File: config.mk
export PLATFORM = sky130hd
export DESIGN_NAME = q_encoding_word_decoder
export DESIGN_NICKNAME = d
export VERILOG_FILES = /design/src/hw/rtl/qewd_pkg.sv /design/src/hw/rtl/qewd_dec.sv /design/src/hw/rtl/q_encoding_word_decoder.sv
export VERILOG_INCLUDE_DIRS = /design/src /design/src/hw/rtl
export SDC_FILE = /design/constraint.sdc
export NUM_CORES = 1
export LEC_CHECK = 0
export ABC_AREA = 1
export ABC_CLOCK_PERIOD_IN_PS = 2600
export BUFFER_PORTS_ARGS = -buffer_cell sky130_fd_sc_hd__buf_4
export CORE_ASPECT_RATIO = 1.75
export CORE_MARGIN = 2
export CORE_UTILIZATION = 32
export DETAILED_ROUTE_END_ITERATION = 10
export GPL_TIMING_DRIVEN = 0
export PLACE_DENSITY = 0.6
export SLEW_MARGIN = 20
export SYNTH_ARGS = -nofsm -noshare
export SYNTH_HDL_FRONTEND = slang
export SYNTH_SLANG_ARGS = --single-unit
File: constraint.sdc
create_clock -name clk -period 2.6 [get_ports clk]
set_clock_uncertainty 0.05 [all_clocks]
set_input_delay 0 -clock clk [delete_from_list [all_inputs] [get_ports clk]]
set_output_delay 0 -clock clk [all_outputs]
set_load 0.05 [all_outputs]
File: src/hw/rtl/q_encoding_word_decoder_assert.svh
// ----------------------------------------------------------------------------
// Q-encoded word decoder assertion macros
// Concurrent assertion shorthands clocked on clk, disabled during reset.
// ----------------------------------------------------------------------------
`ifndef Q_ENCODING_WORD_DECODER_ASSERT_SVH
`define Q_ENCODING_WORD_DECODER_ASSERT_SVH

// same-cycle implication
`define QEWD_ASSERT_NOW(lbl, ante, cons) \
  lbl: assert property (@(posedge clk) disable iff (!rst_n) (ante) |-> (cons)) \
    else $error("qewd assertion failed");

// next-cycle implication
`define QEWD_ASSERT_NEXT(lbl, ante, cons) \
  lbl: assert property (@(posedge clk) disable iff (!rst_n) (ante) |=> (cons)) \
    else $error("qewd assertion failed");

`endif

File: src/hw/rtl/qewd_pkg.sv
// ----------------------------------------------------------------------------
// qewd_pkg
// Types, character codes and hex helpers for the Q-encoded word decoder.
// ----------------------------------------------------------------------------
`default_nettype none

package qewd_pkg;

  localparam logic [7:0] CHR_SPACE      = 8'h20;
  localparam logic [7:0] CHR_DEL        = 8'h7F;
  localparam logic [7:0] CHR_UNDERSCORE = 8'h5F;
  localparam logic [7:0] CHR_EQUALS     = 8'h3D;

  // subtrahend per 32-character column of the code chart
  localparam logic [7:0] HEX_OFS [4] = '{8'h00, 8'h30, 8'h37, 8'h57};

  typedef enum logic [2:0] {
    PH_PLAIN = 3'b001,
    PH_HEX1  = 3'b010,
    PH_HEX2  = 3'b100
  } phase_t;

  typedef struct packed {
    phase_t     phase;
    logic [3:0] nibble;
    logic       err;
  } st_t;

  typedef struct packed {
    logic [7:0] data;
    logic       byte_valid;
    logic       word_end;
    logic       word_error;
  } res_t;

  localparam st_t ST_RESET = '{phase: PH_PLAIN, nibble: 4'h0, err: 1'b0};

  function automatic logic is_hex(input logic [7:0] c);
    return (c >= 8'h30 && c <= 8'h39) || (c >= 8'h41 && c <= 8'h46) ||
           (c >= 8'h61 && c <= 8'h66);
  endfunction

  function automatic logic [3:0] hex_val(input logic [7:0] c);
    logic [7:0] d;
    d = c - HEX_OFS[c[6:5]];
    return d[3:0];
  endfunction

endpackage

`default_nettype wire

File: src/hw/rtl/qewd_dec.sv
// ----------------------------------------------------------------------------
// qewd_dec
// Per-character decode step: result fields and next escape state.
// ----------------------------------------------------------------------------
`default_nettype none

module qewd_dec (
  input  wire logic [7:0]     chr,
  input  wire logic           last,
  input  wire qewd_pkg::st_t  st,
  output qewd_pkg::st_t       st_nxt,
  output qewd_pkg::res_t      res
);
  import qewd_pkg::*;

  st_t upd;

  always_comb begin
    upd = st;
    res = '0;
    if (!st.err) begin
      unique case (st.phase)
        PH_HEX1: begin
          if (is_hex(chr)) begin
            upd.nibble = hex_val(chr);
            upd.phase  = PH_HEX2;
          end else begin
            upd.err   = 1'b1;
            upd.phase = PH_PLAIN;
          end
        end
        PH_HEX2: begin
          if (is_hex(chr)) begin
            res.data       = {st.nibble, hex_val(chr)};
            res.byte_valid = 1'b1;
          end else begin
            upd.err = 1'b1;
          end
          upd.phase = PH_PLAIN;
        end
        default: begin
          upd.phase = PH_PLAIN;
          priority if (chr == CHR_UNDERSCORE) begin
            res.data       = CHR_SPACE;
            res.byte_valid = 1'b1;
          end else if (chr == CHR_EQUALS) begin
            upd.phase = PH_HEX1;
          end else if (chr > CHR_SPACE && chr < CHR_DEL) begin
            res.data       = chr;
            res.byte_valid = 1'b1;
          end else begin
            upd.err = 1'b1;
          end
        end
      endcase
    end

    // close the word: report status, start the next word clean
    st_nxt = upd;
    if (last) begin
      res.word_end   = 1'b1;
      res.word_error = upd.err || (upd.phase != PH_PLAIN);
      st_nxt         = ST_RESET;
    end
  end

endmodule

`default_nettype wire

File: src/hw/rtl/q_encoding_word_decoder.sv
// ----------------------------------------------------------------------------
// q_encoding_word_decoder
// Decodes the payload of a Q-encoded word, one character per item.
// ----------------------------------------------------------------------------
// Usage:
//   Input stream: in_tdata carries one raw character, in_tlast marks the
//   final character of the word. Every input item gives exactly one result.
//   Output stream: out_tdata is the decoded byte (zero when none),
//   out_tuser[0] flags a decoded byte, out_tlast marks word end and
//   out_tuser[1] gives the word's error status on that item.
//   Pipeline: each item passes the input register, then the result
//   register; a stall at the output can hold it in either. Throughput: one
//   item per cycle while the receiver takes every result, set by the
//   escape state update between the two registers.
//   Reset clears both stages and the escape state; the first character
//   after reset starts a new word.
//   When the receiver stalls, the result register holds its item and the
//   input register takes one more item; after that in_tready drops until
//   the result is taken.
// ----------------------------------------------------------------------------
`default_nettype none

module q_encoding_word_decoder (
  input  wire logic       clk,
  input  wire logic       rst_n,
  input  wire logic       in_tvalid,
  output logic            in_tready,
  input  wire logic [7:0] in_tdata,   // [7:0] in_byte
  input  wire logic       in_tlast,
  output logic            out_tvalid,
  input  wire logic       out_tready,
  output logic [7:0]      out_tdata,  // [7:0] out_byte
  output logic [1:0]      out_tuser,  // [0] byte_valid, [1] word_error
  output logic            out_tlast
);
  import qewd_pkg::*;

  logic       s1_vld_r, s1_vld_nxt;
  logic [7:0] s1_chr_r;
  logic       s1_last_r;
  logic       s1_adv;

  st_t        st_r, st_nxt;
  res_t       res;
  logic       out_vld_r, out_vld_nxt;
  res_t       out_r;

  qewd_dec u_dec (
    .chr    (s1_chr_r),
    .last   (s1_last_r),
    .st     (st_r),
    .st_nxt (st_nxt),
    .res    (res)
  );

  assign s1_adv    = s1_vld_r && (!out_vld_r || out_tready);
  assign in_tready = !s1_vld_r || s1_adv;

  always_comb begin
    s1_vld_nxt = s1_vld_r;
    if (in_tready) begin
      s1_vld_nxt = in_tvalid;
    end
    out_vld_nxt = out_vld_r;
    if (s1_adv) begin
      out_vld_nxt = 1'b1;
    end else if (out_tready) begin
      out_vld_nxt = 1'b0;
    end
  end

  always_ff @(posedge clk) begin
    if (!rst_n) begin
      s1_vld_r  <= 1'b0;
      out_vld_r <= 1'b0;
      st_r      <= ST_RESET;
    end else begin
      s1_vld_r  <= s1_vld_nxt;
      out_vld_r <= out_vld_nxt;
      if (s1_adv) begin
        st_r <= st_nxt;
      end
    end
  end

  always_ff @(posedge clk) begin
    if (in_tready && in_tvalid) begin
      s1_chr_r  <= in_tdata;
      s1_last_r <= in_tlast;
    end
    if (s1_adv) begin
      out_r <= res;
    end
  end

  assign out_tvalid = out_vld_r;
  assign out_tdata  = out_r.data;
  assign out_tuser  = {out_r.word_error, out_r.byte_valid};
  assign out_tlast  = out_r.word_end;

  `include "q_encoding_word_decoder_assert.svh"

  `QEWD_ASSERT_NOW(a_err_only_at_end, out_tvalid && !out_tlast, !out_tuser[1])
  `QEWD_ASSERT_NOW(a_no_byte_zero, out_tvalid && !out_tuser[0], out_tdata == 8'h00)
  `QEWD_ASSERT_NEXT(a_word_end_clears, s1_adv && s1_last_r,
                    st_r.phase == PH_PLAIN && !st_r.err && st_r.nibble == 4'h0)
  `QEWD_ASSERT_NOW(a_err_parks_plain, st_r.err, st_r.phase == PH_PLAIN)

endmodule

`default_nettype wire

---- Word-level counts from Yosys, hierarchy flattened ----
Cells that the tools add are included.
storage, ports and cells
  logic and storage cells ................. 70
  register bits ........................... 30
operators by class
  reduce and logical (&&, ||, !) cells .... 18
  eq/ne operators ......................... 6
  muxes and demuxes ....................... 24
  order comparisons ....................... 9
  add/sub/neg operators ................... 1
  bitwise gates (word level) .............. 1
operators with widths
  operator                                                        number
  two-way mux 9 bit                                               4
  case mux 9 bit (2 select lines)                                 1
  binary-select mux 8 bit (select 2 bit)                          1
  >= comparator 8 x 7 -> 1 bit (second input constant)            2
  <= comparator 8 x 7 -> 1 bit (second input constant)            2
  two-way mux 4 bit                                               4
  two-way mux 8 bit                                               2
  == test 8 x 6 -> 1 bit (second input constant)                  1
  == test 8 x 7 -> 1 bit (second input constant)                  1
  >= comparator 8 x 6 -> 1 bit (second input constant)            1
  greater-than comparator 8 x 6 -> 1 bit (second input constant)  1
  <= comparator 8 x 6 -> 1 bit (second input constant)            1
  less-than comparator 8 x 7 -> 1 bit (second input constant)     1
  two-way mux 1 bit                                               7
  logical AND 1 bit                                               6
  two-way mux 3 bit                                               2
  case mux 3 bit (2 select lines)                                 1
  nonzero test 2 bit                                              3
  logical OR 1 bit                                                5
  two-way mux 2 bit                                               2
  AND reduction 4 bit                                             1
  subtractor 4 bit                                                1
  == test 3 x 2 -> 1 bit (second input constant)                  1
  == test 3 bit (second input constant)                           1
  other kinds (6)                                                 7

---- Longest topological paths before layout ----
Gate-level depths: netlist of run 1.
  word-level depth ........................ 11
  depth in mapped cells ................... 11

---- Hierarchy ----
Synthesis of run 1 repeated with hierarchy kept, for this count alone.
unflattened totals
  cell total of the unflattened synthesis .. 224
  area total of the unflattened synthesis .. 1831.8 um^2
modules (own cells, without submodules)
  module                   times used  cells each  area an instance (um^2)  sequential area each (um^2)
  q_encoding_word_decoder  1           83          1066.0                   800.8
  qewd_dec                 1           141         765.7                    0.0

---- Worst setup path before layout of run 1 ----
No wires, ideal clock.
  kind .................................... reg-to-reg
  from .................................... register out_vld_r, in the netlist out_tvalid
  to ...................................... register s1_chr_r[0], enable pin
  path slack .............................. 709 ps
  period minus slack after synthesis ...... 1891 ps
  cell stages (with the launch flop) ...... 4
  data required time ...................... 2270 ps
  setup time .............................. 280 ps
  arrival ................................. 1562 ps
  cell sequence ........................... dfxtp_1 nand3_1 nand2_1 inv_1
on the way
  cells in the longest elaborated chain, start to end .. 5
ends and longest elaborated chain
  what                    RTL line                       RTL
  start, declared         q_encoding_word_decoder.sv:45  logic out_vld_r, out_vld_nxt;
  start signal, assigned  q_encoding_word_decoder.sv:79  out_vld_r <= out_vld_nxt;
  zero test 1 bit         q_encoding_word_decoder.sv:56  assign s1_adv = s1_vld_r && (!out_vld_r || out_tready);
  logical OR 1 bit        q_encoding_word_decoder.sv:56
  logical AND 1 bit       q_encoding_word_decoder.sv:56
  logical OR 1 bit        q_encoding_word_decoder.sv:57  assign in_tready = !s1_vld_r || s1_adv;
  named net in_tready     q_encoding_word_decoder.sv:27  output logic in_tready,
  logical AND 1 bit       q_encoding_word_decoder.sv:87  if (in_tready && in_tvalid) begin
  end signal, assigned    q_encoding_word_decoder.sv:88  s1_chr_r <= in_tdata;
  end, declared           q_encoding_word_decoder.sv:39  logic [7:0] s1_chr_r;
The timed path passes the listed nets, and every way through them passes these cells.
A chain may end at the register's enable or synchronous reset.

---- Worst setup path in the final report of run 1 ----
  from .................................... register s1_chr_r[0]
  to ...................................... register out_r (netlist bit out_tdata[2]), data pin
on the way
  cells in the longest elaborated chain, start to end .. 6
  elaborated cells between the ends (all ways) .. 22
ends and longest elaborated chain
  what                                                            RTL line                        RTL
  greater-than comparator 8 x 6 -> 1 bit (tied with other cells)  qewd_dec.sv:48                  end else if (chr > CHR_SPACE && chr < CHR_DEL) begin
  logical AND 1 bit (on tied branches)                            qewd_dec.sv:48, qewd_pkg.sv:39
  two-way mux 9 bit / logical OR 1 bit (equally long branches)    qewd_dec.sv:48, qewd_pkg.sv:39
  two-way mux 9 bit / logical OR 1 bit (equally long branches)    qewd_dec.sv:46, qewd_pkg.sv:39
  two-way mux 9 bit (on tied branches)                            qewd_dec.sv:43, qewd_dec.sv:33
  case mux 9 bit (2 select lines) *                               qewd_dec.sv:22                  unique case (st.phase)
  end signal, assigned                                            q_encoding_word_decoder.sv:92   out_r <= res;
  end, declared                                                   q_encoding_word_decoder.sv:46   res_t out_r;
Mark *: on every way between the ends. The rest lies on a longest branch, timed or not.

==> results by group, run 1 <==
Clocking
  – Setup repair bufs after CTS: 0
  – Clock Tree Root: clkbuf_8
  – Hold buffers post-CTS: 13
  – Total clock sinks: 30
  – Htree depth: 2
  – Clock Pin Slew Worst Setup and Hold Paths: 0.06 ns
  – CTS tree: built
  – Skew-Pair Late Insertion Delay: 0.28 ns
  – CTS Buffer Depth: 2
  – PostCTS Resize Cnt: 0
  – CTS Buf Count: 5

Critical path
  – WP data arrival: 1.95 ns
  – Critical path's largest stage delay: 0.46 ns
  – WS Path Type: reg -> reg
  – Critical path, cell by cell: inv_1, ha_1, inv_1, fa_1, xnor2_1, inv_1, nand2_1, a21oi_1
  – Worst Reg-to-Reg Cells: 8
  – Sum of buffers and inverters on the critical path: 3
  – WP data required: 2.56 ns
  – Crit. End Element: flop
  – CP Depth: 8
  – Largest delay share family, worst path: adder cells
  – Slowest CP cell: edfxtp_1
  – Crit path max fanout: 6
  – Crit-path most repeated cell: inv_1
  – Startpoint types: flop
  – FF-to-FF setup slack: 0.61 ns

Layout
  – Commonest non-fill, non-tap cells in the layout: nand2_1 (47), buf_4 (25), edfxtp_1 (20), inv_1 (19), a21oi_1 (17)
  – Synth-to-layout area growth: 30.0%
  – Layout cells sized above 1: 22.1%
  – Fin nets: 242
  – Ant. Diodes: 0
  – Register area: 801 um^2
  – Commonest non-fill, non-tap cell in the layout: nand2_1
  – FILL cells: 464
  – Core Util, Final: 43.3%
  – Area of the multi-input gates: 658 um^2

STA
  – Crit path time final: 1.99 ns
  – Worst Tran Pin Value: 0.552 ns
  – Fmax: 503 MHz
  – Max-slew violations: 0
  – Rel. slew slack: 63.0%
  – Setup TNS Final: 0 ns
  – Endpoints failing setup: 0
  – RSZ-0062 raised after global routing: false
  – Final Hold Viols: 0
  – Tcrit/Tclk final: 76.4%

Synthesis
  – Yosys top cell area share: 38.7%
  – Cells after Synth: 180
  – Synth warnings: 0
  – Simple-gate share of the synthesized area: 29.1%
  – Cell taking the most area after synthesis: edfxtp_1
  – Syn nets: 197
  – Sequential area share after synthesis: 51.6%
  – Post-synthesis register bit count: 30
  – Mean Syn Cell Area: 8.63 um^2
  – Main combinational cell family by area after synthesis: simple AND/OR/NAND/NOR gates
  – Mux contribution to synthesized area: 0%
  – Yosys cell types: 27
  – Adder-cell share of the synthesized area: 3.71%
  – Synth area leaders: edfxtp_1 (39%), dfxtp_1 (13%), nand2_1 (11%)
  – Synth Area in Compound Gates: 8.46%
  – Synth Area in XOR/XNOR: 1.13%
  – Mapped Area: 1550 um^2

Drt
  – WL final: 3150 um
  – Drt pass-1 iters: 4
  – Vias: 1,314
  – Avg WL per Cell: 11.3 um
  – Routed Antenna Nets: 0
  – Number of DRC markers in iteration 0: 19
  – Post-DR vias/cell: 4.73
  – DRC viols: 0

Global routing
  – Vias in the first global route: 1,266
  – GRT Residual Overflow: 0
  – Total global routing track utilization: 13.2%
  – Antenna violations before repair: 0
  – First-pass GRT wire length: 5440 um
  – Largest net degree at the start of global routing: 19

Run
  – Number of max-cap violations: 0

Floorplan
  – Top Ports: 26
  – Die height: 96.2 um
  – Row count: 33
  – Die Span X: 56.7 um
  – Core ar.: 4670 um^2
  – Initial Utilization: 33.3%
  – Full die area: 5450 um^2

Run status
  – Status: finished, final reports clean

Power and ir drop
  – Leak: 0.878 nW
  – PD cells: 541 nW/um^2
  – Worst VDD drop: 0.393 mV

Place
  – Final HPWL DP: 2350 um
  – I/O Buffers: 25
  – Gpl congestion: 0.788

Min path
  – Worst hold path cell count: 2
  – Worst min-delay path class: in -> reg
worst register-to-register path: stages (launching register included):
cell and delay (ns):
edfxtp_1 0.46, inv_1 0.12, ha_1 0.17, inv_1 0.06
fa_1 0.37, xnor2_1 0.29, inv_1 0.07, nand2_1 0.07
a21oi_1 0.06
power breakdown:
group,switching [mW],internal (mW),leakage (nW)
Sequential,0.0176,0.538,0.274
Combinational,0.117,0.0717,0.559
Clock,0.163,0.185,0.0450
Total,0.298,0.795,0.878
state kept, by name, indices dropped and copies added, names as in the netlist:
name / flops
out_tdata: 8
out_tlast: 1
out_tuser: 2
out_tvalid: 1
s1_chr_r: 8
s1_last_r: 1
s1_vld_r: 1
st_r: 8
layer usage:
metal | wire length, um | GRT usage (%)
met2 | 1670 | 25.0
met4 | 155 | 8.93
met1 | 1190 | 12.1
met5 | 0 | 0
met3 | 141 | 3.23
per-stage QoR:
stage               instance area [um^2]  power [mW]  instances  setup slack, ns  hold slack, ns
finish                              2020        1.09        278            0.613           0.390
global route                        2020        1.15        278            0.481           0.385
CTS                                 2020        1.11        278            0.601           0.376
detailed placement                  1810       0.739        257            0.619           0.129
global placement                    1810       0.737        257            0.638           0.129
floorplan                           1550       0.684        180            0.709          0.0489
cells in the mapped netlist, drive strengths merged:
library cell,n
a21oi,18
clkbuf,1
clkinv,1
dfxtp,10
edfxtp,20
fa,1
ha,3
inv,23
nand2,53
nand3,18
nor2,17
nor3,5
nor4,1
o211ai,1
o21ai,6
xnor2,1
xor2,1
final timing paths:
check	startpoint	end
worst max-delay path	s1_chr_r[0]	out_tdata[2]
worst min-delay path	in_tdata[2]	s1_chr_r[2]
worst min register to register	st_r[3]	st_r[3]
worst max register to register	s1_chr_r[0]	out_tdata[2]
final cells by class:
type | count | share of cell area [%]
buffer | 1 | 0.186
multi-input combinational | 125 | 32.6
sequential | 30 | 39.7
tap | 52 | 3.22
timing repair buffer | 38 | 15.7
clock inverter | 2 | 0.496
inverter | 24 | 4.46
clock buffer | 6 | 3.60
cells by family (layout without fill, tap and decap cells):
family,count (synthesis),count (layout)
simple gates,94,94
flops,30,30
compound gates,25,25
buf+inv,25,71
fa+ha+maj,4,4
xor+xnor,2,2
Power figures use the tool's default switching activity.
==> run 2: changes to the inputs <==
ABC_CLOCK_PERIOD_IN_PS = 1800   (was 2600)
PLACE_DENSITY = 0.62   (was 0.6)
clock period = 1.8 ns   (was 2.6 ns; I/O delays follow)
==> run 2 against run 1 <==
Net effect: final cell count is 5.4% higher; sequential power is 44% higher; die area stayed put; non-clock buffer count is 15 higher; sequential cell count stayed put.
==> results by group, run 2 (synthesis results as in run 1) <==
Global routing
  – Antenna violations before repair: 0 (unchanged)
  – Largest net degree at the start of global routing: 19 (unchanged)
  – Total global routing track utilization: 13.4% (+0.21 points)
  – GRT Residual Overflow: 0 (unchanged)
  – Vias in the first global route: 1,272 (+0.47%)
  – First-pass GRT wire length: 5550 um (+2.0%)

Power and ir drop
  – Clock network fraction of design power: 32.5% (+0.6 points)
  – Leak: 0.974 nW (+11%)
  – Net Sw Frac: 27.1% (-0.16 points)
  – NetSw: 0.458 mW (+54%)
  – Worst VDD drop: 0.591 mV (+50%)
  – Reg power frac: 47.4% (-3.5 points)
  – Gate power share: 20.1% (+2.8 points)
  – Power, Total: 1.69 mW (+55%)
  – PD cells: 754 nW/um^2 (+39%)
  – Internal power: 1.23 mW (+55%)

Critical path
  – WP data required: 1.77 ns (-0.79 ns)
  – Largest delay share family, worst path: adder cells
  – Slowest CP cell: edfxtp_1
  – Critical path, cell by cell: buf_6, ha_4, inv_4, fa_2, xnor2_4, inv_1, nand2_1, a21oi_2
  – Worst reg2reg startpoint: s1_chr_r[6]
  – FF-to-FF setup slack: 0.07 ns (-0.54 ns)
  – Crit path max fanout: 3 (-3)
  – Worst flop-to-flop path endpoint: out_tdata[2]
  – Worst Reg-to-Reg Cells: 8 (unchanged)
  – Critical path's largest stage delay: 0.40 ns (-0.06 ns)
  – Startpoint types: flop
  – Sum of buffers and inverters on the critical path: 3 (unchanged)
  – Crit. End Element: flop
  – WP data arrival: 1.70 ns (-0.25 ns)
  – WS Path Type: reg -> reg

Clocking
  – Skew-Pair Late Insertion Delay: 0.29 ns (about the same)
  – Clock Tree Root: clkbuf_8
  – Clock Pin Slew Worst Setup and Hold Paths: 0.06 ns (about the same)
  – CTS Buffer Depth: 2 (unchanged)
  – CTS Buf Count: 5 (unchanged)
  – Total clock sinks: 30 (unchanged)
  – Htree depth: 2 (unchanged)
  – CTS tree: built

Layout
  – Layout cells sized above 1: 34.0% (+12 points)
  – Commonest non-fill, non-tap cell in the layout: nand2_1
  – FILL cells: 461 (-0.65%)
  – Area of the multi-input gates: 748 um^2 (+14%)
  – Register area: 802 um^2 (+0.16%)
  – Commonest non-fill, non-tap cells in the layout: nand2_1 (45), buf_4 (39), edfxtp_1 (20), inv_1 (16)
  – Core Util, Final: 48.0% (+4.8 points)
  – Fin nets: 257 (+6.2%)
  – Synth-to-layout area growth: 44.3%
  – Ant. Diodes: 0 (unchanged)

STA
  – Crit path time final: 1.73 ns (-0.256 ns)
  – Setup ws final: 0.0687 ns (-0.544 ns)
  – Worst Tran Pin Value: 0.489 ns (-0.0629 ns)
  – RSZ-0062 raised after global routing: true
  – Fmax: 578 MHz (+15%)
  – Tcrit/Tclk final: 96.2% (+20 points)
  – Setup TNS Final: 0 ns (unchanged)
  – Final Hold Viols: 0 (unchanged)
  – Max-slew violations: 0 (unchanged)
  – Endpoints failing setup: 0 (unchanged)
  – Rel. slew slack: 67.4% (+4.4 points)

Floorplan
  – Die Span X: 56.7 um (unchanged)
  – Die height: 96.2 um (unchanged)
  – Full die area: 5450 um^2 (unchanged)
  – Top Ports: 26 (unchanged)
  – Initial Utilization: 33.3% (unchanged)
  – Core ar.: 4670 um^2 (unchanged)
  – Row count: 33 (unchanged)

Min path
  – Worst hold path cell count: 4 (+2)
  – Min-Delay Startpoint: out_tready
  – WHS Endpoint: in_tready
  – Worst min-delay path class: in -> out

Place
  – Final HPWL DP: 2340 um (-0.34%)
  – Pre-CTS setup slack: -0.191 ns (-0.811 ns)
  – Gpl congestion: 0.822 (+4.4%)
  – I/O Buffers: 25 (unchanged)

Run status
  – Status: finished, final reports clean

Run
  – Number of max-cap violations: 0 (unchanged)

Drt
  – Number of DRC markers in iteration 0: 36 (+17)
  – Drt pass-1 iters: 4 (unchanged)
  – Vias: 1,326 (+0.91%)
  – DRC viols: 0 (unchanged)
  – Post-DR vias/cell: 4.53 (-4.3%)
  – Avg WL per Cell: 11.3 um (-0.42%)
  – WL final: 3310 um (+5.0%)
  – Routed Antenna Nets: 0 (unchanged)
[run 2: area by class of cell]
cell class / count / share of cell area, %
Sequential cell: 30 / 35.8
Clock inverter: 1 / 0.223
Multi-Input combinational cell: 125 / 33.4
Timing Repair Buffer: 53 / 19.4
Inverter: 24 / 4.30
Buffer: 1 / 0.168
Clock buffer: 7 / 3.85
Tap cell: 52 / 2.90
[run 2: layer usage]
| metal | share of wire [%] | global-route usage, % | up-vias |
|---|---|---|---|
| li1 | - | - | 709 |
| met1 | 39 | 13.0 | 581 |
| met2 | 55 | 25.6 | 29 |
| met3 | 3.4 | 3.36 | 7 |
| met4 | 2.4 | 6.75 | 0 |
| met5 | 0 | 0 | - |
[run 2: power groups by stage]
stage | logic [mW] | registers [mW] | clock network, mW
5_1_grt | 0.371 | 0.804 | 0.587
6_report | 0.339 | 0.801 | 0.549
4_1_cts | 0.291 | 0.802 | 0.559
3_3_place_gp | 0.248 | 0.817 | 0
2_1_floorplan | 0.125 | 0.864 | 0
3_5_place_dp | 0.250 | 0.818 | 0
[run 2: metrics by stage]
step	hold WS, ns	cells	area (um^2)
after floorplan	0.0489	180	1560
after global placement	0.129	257	1810
after detailed placement	0.129	257	1810
after CTS	0.331	281	2090
after global routing	0.370	293	2240
final	0.335	293	2240
[run 2: worst max-delay path by stage]
stage,from,end,cells past startpoint
2_1_floorplan,s1_chr_r[0],out_tdata[2],8
3_5_place_dp,s1_chr_r[0],out_tdata[2],8
5_1_grt,s1_chr_r[6],out_tuser[1],10
4_1_cts,s1_chr_r[6],out_tdata[3],7
3_3_place_gp,s1_chr_r[0],out_tdata[2],8
6_report,s1_chr_r[6],out_tdata[2],8
[run 2: worst register-to-register path: stages, from the launching register on]
cell and delay, ns:
edfxtp_1 0.40, buf_6 0.12, ha_4 0.13, inv_4 0.03
fa_2 0.37, xnor2_4 0.18, inv_1 0.06, nand2_1 0.07
a21oi_2 0.05
[run 2: timing repair]
action | CTS | global route
setup buffers | 3 | 12
hold buffers | 13 | 0
endpoints found under the hold margin | 14 | 0
resized for setup | 7 | 14
endpoints found under the setup margin | 4 | 21
pin swaps | 2 | 11
==> run 3: changes to the inputs <==
ABC_CLOCK_PERIOD_IN_PS = 1450   (was 1800)
PLACE_DENSITY = 0.61   (was 0.62)
SYNTH_HIERARCHICAL = 1   (was not set)
clock period = 1.45 ns   (was 1.8 ns; I/O delays follow)
==> run 3 against run 2 <==
Net effect: the run now ends with negative hold slack, negative setup slack left; power is 37% higher; global-route usage rose by 1.1 points; maximum frequency shrank 6.8%; largest power group unchanged; non-clock buffer count fell by 2; sequential cell count stayed put; combinational power is 43% higher; clock power grew 48%; area after synthesis is 18% higher; critical path depth up 2.
==> results by group, run 3 <==
Layout
  – Synth-to-layout area growth: 37.6%
  – Core Util, Final: 45.5% (-2.5 points)
  – Commonest non-fill, non-tap cell in the layout: nand2_1
  – Fin nets: 292 (+14%)
  – Ant. Diodes: 0 (unchanged)
  – Layout cells sized above 1: 33.3% (-0.69 points)
  – Commonest non-fill, non-tap cells in the layout: nand2_1 (41), buf_4 (31), inv_1 (28), nand3_1 (23), nor2_1 (21)

STA
  – Tcrit/Tclk final: 128% (+32 points)
  – Worst Tran Pin Value: 0.492 ns (+0.00328 ns)
  – Rel. slew slack: 67.2% (-0.22 points)
  – WHS: -0.114 ns (-0.450 ns)
  – RSZ-0062 raised after global routing: true
  – Endpoints failing setup: 18 (+18)
  – Fmax: 538 MHz (-6.8%)
  – Setup ws final: -0.408 ns (-0.477 ns)
  – Crit path time final: 1.86 ns (+0.127 ns)
  – Final Hold Viols: 8 (+8)
  – Max-slew violations: 0 (unchanged)

Critical path
  – WP data arrival: 2.03 ns (+0.33 ns)
  – Crit path max fanout: 4 (+1)
  – FF-to-FF setup slack: -0.41 ns (-0.48 ns)
  – WP data required: 1.62 ns (-0.15 ns)
  – Worst flop-to-flop path endpoint: st_r[3]
  – WS Path Type: reg -> reg
  – Crit. End Element: flop
  – Startpoint types: flop
  – Worst Reg-to-Reg Cells: 10 (+2)
  – Worst reg2reg startpoint: s1_chr_r[6]

Synthesis
  – Commonest cells post-synth: nand2_1 (41), inv_1 (30), nand3_1 (26)
  – Cell taking the most area after synthesis: edfxtp_1
  – Cell with the most instances after synthesis: nand2_1
  – Number of flops mapped to enable cells by yosys: 20 (unchanged)
  – Synth area leaders: edfxtp_1 (33%), dfxtp_1 (11%), nand2_1 (8.4%)
  – Synth async-reset ratio: 0% (unchanged)
  – Yosys top cell area share: 32.8% (-5.9 points)
  – Primary FF master, synth: edfxtp_1
  – Synth warnings: 6 (+6)
  – Syn nets: 241 (+22%)
  – Sequential area share after synthesis: 43.7% (-7.9 points)
  – Yosys cell types: 29 (+7.4%)
  – Cells after Synth: 224 (+24%)
  – Mapped Area: 1830 um^2 (+18%)
  – Post-synthesis register bit count: 30 (unchanged)
  – Mean Syn Cell Area: 8.18 um^2 (-5.2%)

Clocking
  – Clock Pin Slew Worst Setup and Hold Paths: 0.06 ns (about the same)
  – CTS Buf Count: 5 (unchanged)
  – Total clock sinks: 30 (unchanged)
  – Skew-Pair Late Insertion Delay: 0.28 ns (about the same)
  – Htree depth: 2 (unchanged)
  – CTS tree: built
  – Clock Tree Root: clkbuf_8
  – Hold buffers post-CTS: 12 (-1)
  – CTS Buffer Depth: 2 (unchanged)

Min path
  – Min-Delay Startpoint: rst_n
  – Worst min-delay path class: in -> reg
  – WHS Endpoint: st_r[5]
  – Worst hold path cell count: 2 (-2)

Drt
  – Routed Antenna Nets: 0 (unchanged)
  – Number of DRC markers in iteration 0: 27 (-25%)
  – Avg WL per Cell: 11.9 um (+5.2%)
  – Drt pass-1 iters: 4 (unchanged)
  – Vias: 1,636 (+23%)
  – DRC viols: 0 (unchanged)
  – WL final: 4180 um (+26%)
  – Post-DR vias/cell: 4.65 (+2.7%)

Global routing
  – GRT Residual Overflow: 0 (unchanged)
  – Largest net degree at the start of global routing: 12 (-7)
  – Antenna violations before repair: 0 (unchanged)
  – First-pass GRT wire length: 6990 um (+26%)
  – Total global routing track utilization: 14.5% (+1.1 points)
  – Vias in the first global route: 1,580 (+24%)

Floorplan
  – Die Span X: 61.2 um (+8.0%)
  – Die height: 104 um (+8.3%)
  – Full die area: 6370 um^2 (+17%)
  – Row count: 36 (+9.1%)
  – Initial Utilization: 33.1% (-0.22 points)
  – Top Ports: 26 (unchanged)
  – Core ar.: 5540 um^2 (+19%)

Run status
  – Status: complete, but fails checks
  – Failing checks: negative hold slack, negative setup slack

Place
  – Final HPWL DP: 3050 um (+30%)
  – Pre-CTS setup slack: -0.542 ns (-0.350 ns)
  – Gpl congestion: 0.862 (+4.8%)
  – I/O Buffers: 24 (-4.0%)

Power and ir drop
  – Gate power share: 21.0% (+0.9 points)
  – Net Sw Frac: 27.6% (+0.50 points)
  – NetSw: 0.638 mW (+39%)
  – Worst VDD drop: 0.486 mV (-18%)
  – Leak: 1.12 nW (+16%)
  – PD cells: 916 nW/um^2 (+22%)
  – Clock network fraction of design power: 35.2% (+2.7 points)
  – Reg power frac: 43.8% (-3.6 points)
  – Internal power: 1.67 mW (+36%)

Run
  – Number of max-cap violations: 0 (unchanged)
## run 3: cell types whose count changed in the layout (fill, tap and decap cells not counted), moves of 4 or more
cell     before  now
buf_4        39   31
buf_6         1    7
inv_1        16   28
nand2_1      45   41
nand3_1      15   23
nand3_2       2    6
nor2_1       12   21
o21ai_1       4    0
## run 3: how the worst max path moves through the flow
stage                          to  slack, ns        start
after detailed placement  st_r[4]      -0.54  s1_chr_r[6]
after CTS                 st_r[3]      -0.39  s1_chr_r[6]
after global placement    st_r[3]      -0.53  s1_chr_r[0]
after floorplan           st_r[2]      -0.28  s1_chr_r[0]
final                     st_r[3]      -0.41  s1_chr_r[6]
after global routing      st_r[3]      -0.51  s1_chr_r[6]
## run 3: cell families after synthesis
group                      Yosys count  share of synthesized area, %
and+or+nand+nor                    117                          33.1
buffers and inverters               44                          11.7
DFF                                 30                          43.7
AOI/OAI and AO/OA                   27                          7.45
adders and majority gates            4                          3.14
xor gates and xnor gates             2                         0.956
## run 3: metal layers
| metal | global-route usage (%) | wire length, um | vias up |
|---|---|---|---|
| met5 | 0 | 0 | - |
| li1 | - | - | 824 |
| met2 | 25.8 | 2360 | 37 |
| met3 | 2.74 | 133 | 13 |
| met4 | 9.16 | 194 | 0 |
| met1 | 14.0 | 1490 | 762 |
## run 3: power by group through the flow
stage / clock, mW / sequential, mW / combinational, mW
6_report: 0.812 / 1.01 / 0.485
5_1_grt: 0.879 / 1.02 / 0.530
4_1_cts: 0.842 / 1.01 / 0.478
3_5_place_dp: 0 / 1.04 / 0.409
3_3_place_gp: 0 / 1.03 / 0.402
2_1_floorplan: 0 / 1.08 / 0.244
## run 3: through the flow
stage	cell area, um^2	power, mW	std cells	TNS, ns
4_1_cts	2500	2.33	352	-5.11
3_3_place_gp	2150	1.44	324	-4.29
5_1_grt	2520	2.43	352	-7.39
2_1_floorplan	1870	1.33	224	-1.37
3_5_place_dp	2150	1.44	324	-4.63
6_report	2520	2.31	352	-5.45
## run 3: area by class of cell
type	count	area (um^2)
Timing Repair Buffer	44	377
Clock inverter	3	40.0
Sequential cell	30	802
Tap cell	76	95.1
Buffer	8	78.8
Fill cell	577	3020
Multi-Input combinational cell	150	922
Clock buffer	5	68.8
Inverter	36	138
## run 3: timing repair
item                                    4_1_cts  5_1_grt
resized for setup                            11        7
pin swaps                                     1        0
hold endpoints to repair                     19        8
setup buffers                                 8        0
endpoints found under the setup margin       18       18
## run 3: critical path, cell delays in order (launching register included)
cell	delay, ns
edfxtp_1	0.45
inv_4	0.07
buf_4	0.17
fa_2	0.37
xor2_2	0.21
nand3_1	0.11
a21oi_1	0.14
inv_1	0.05
nand3_1	0.07
nand2_1	0.05
nor2_1	0.07
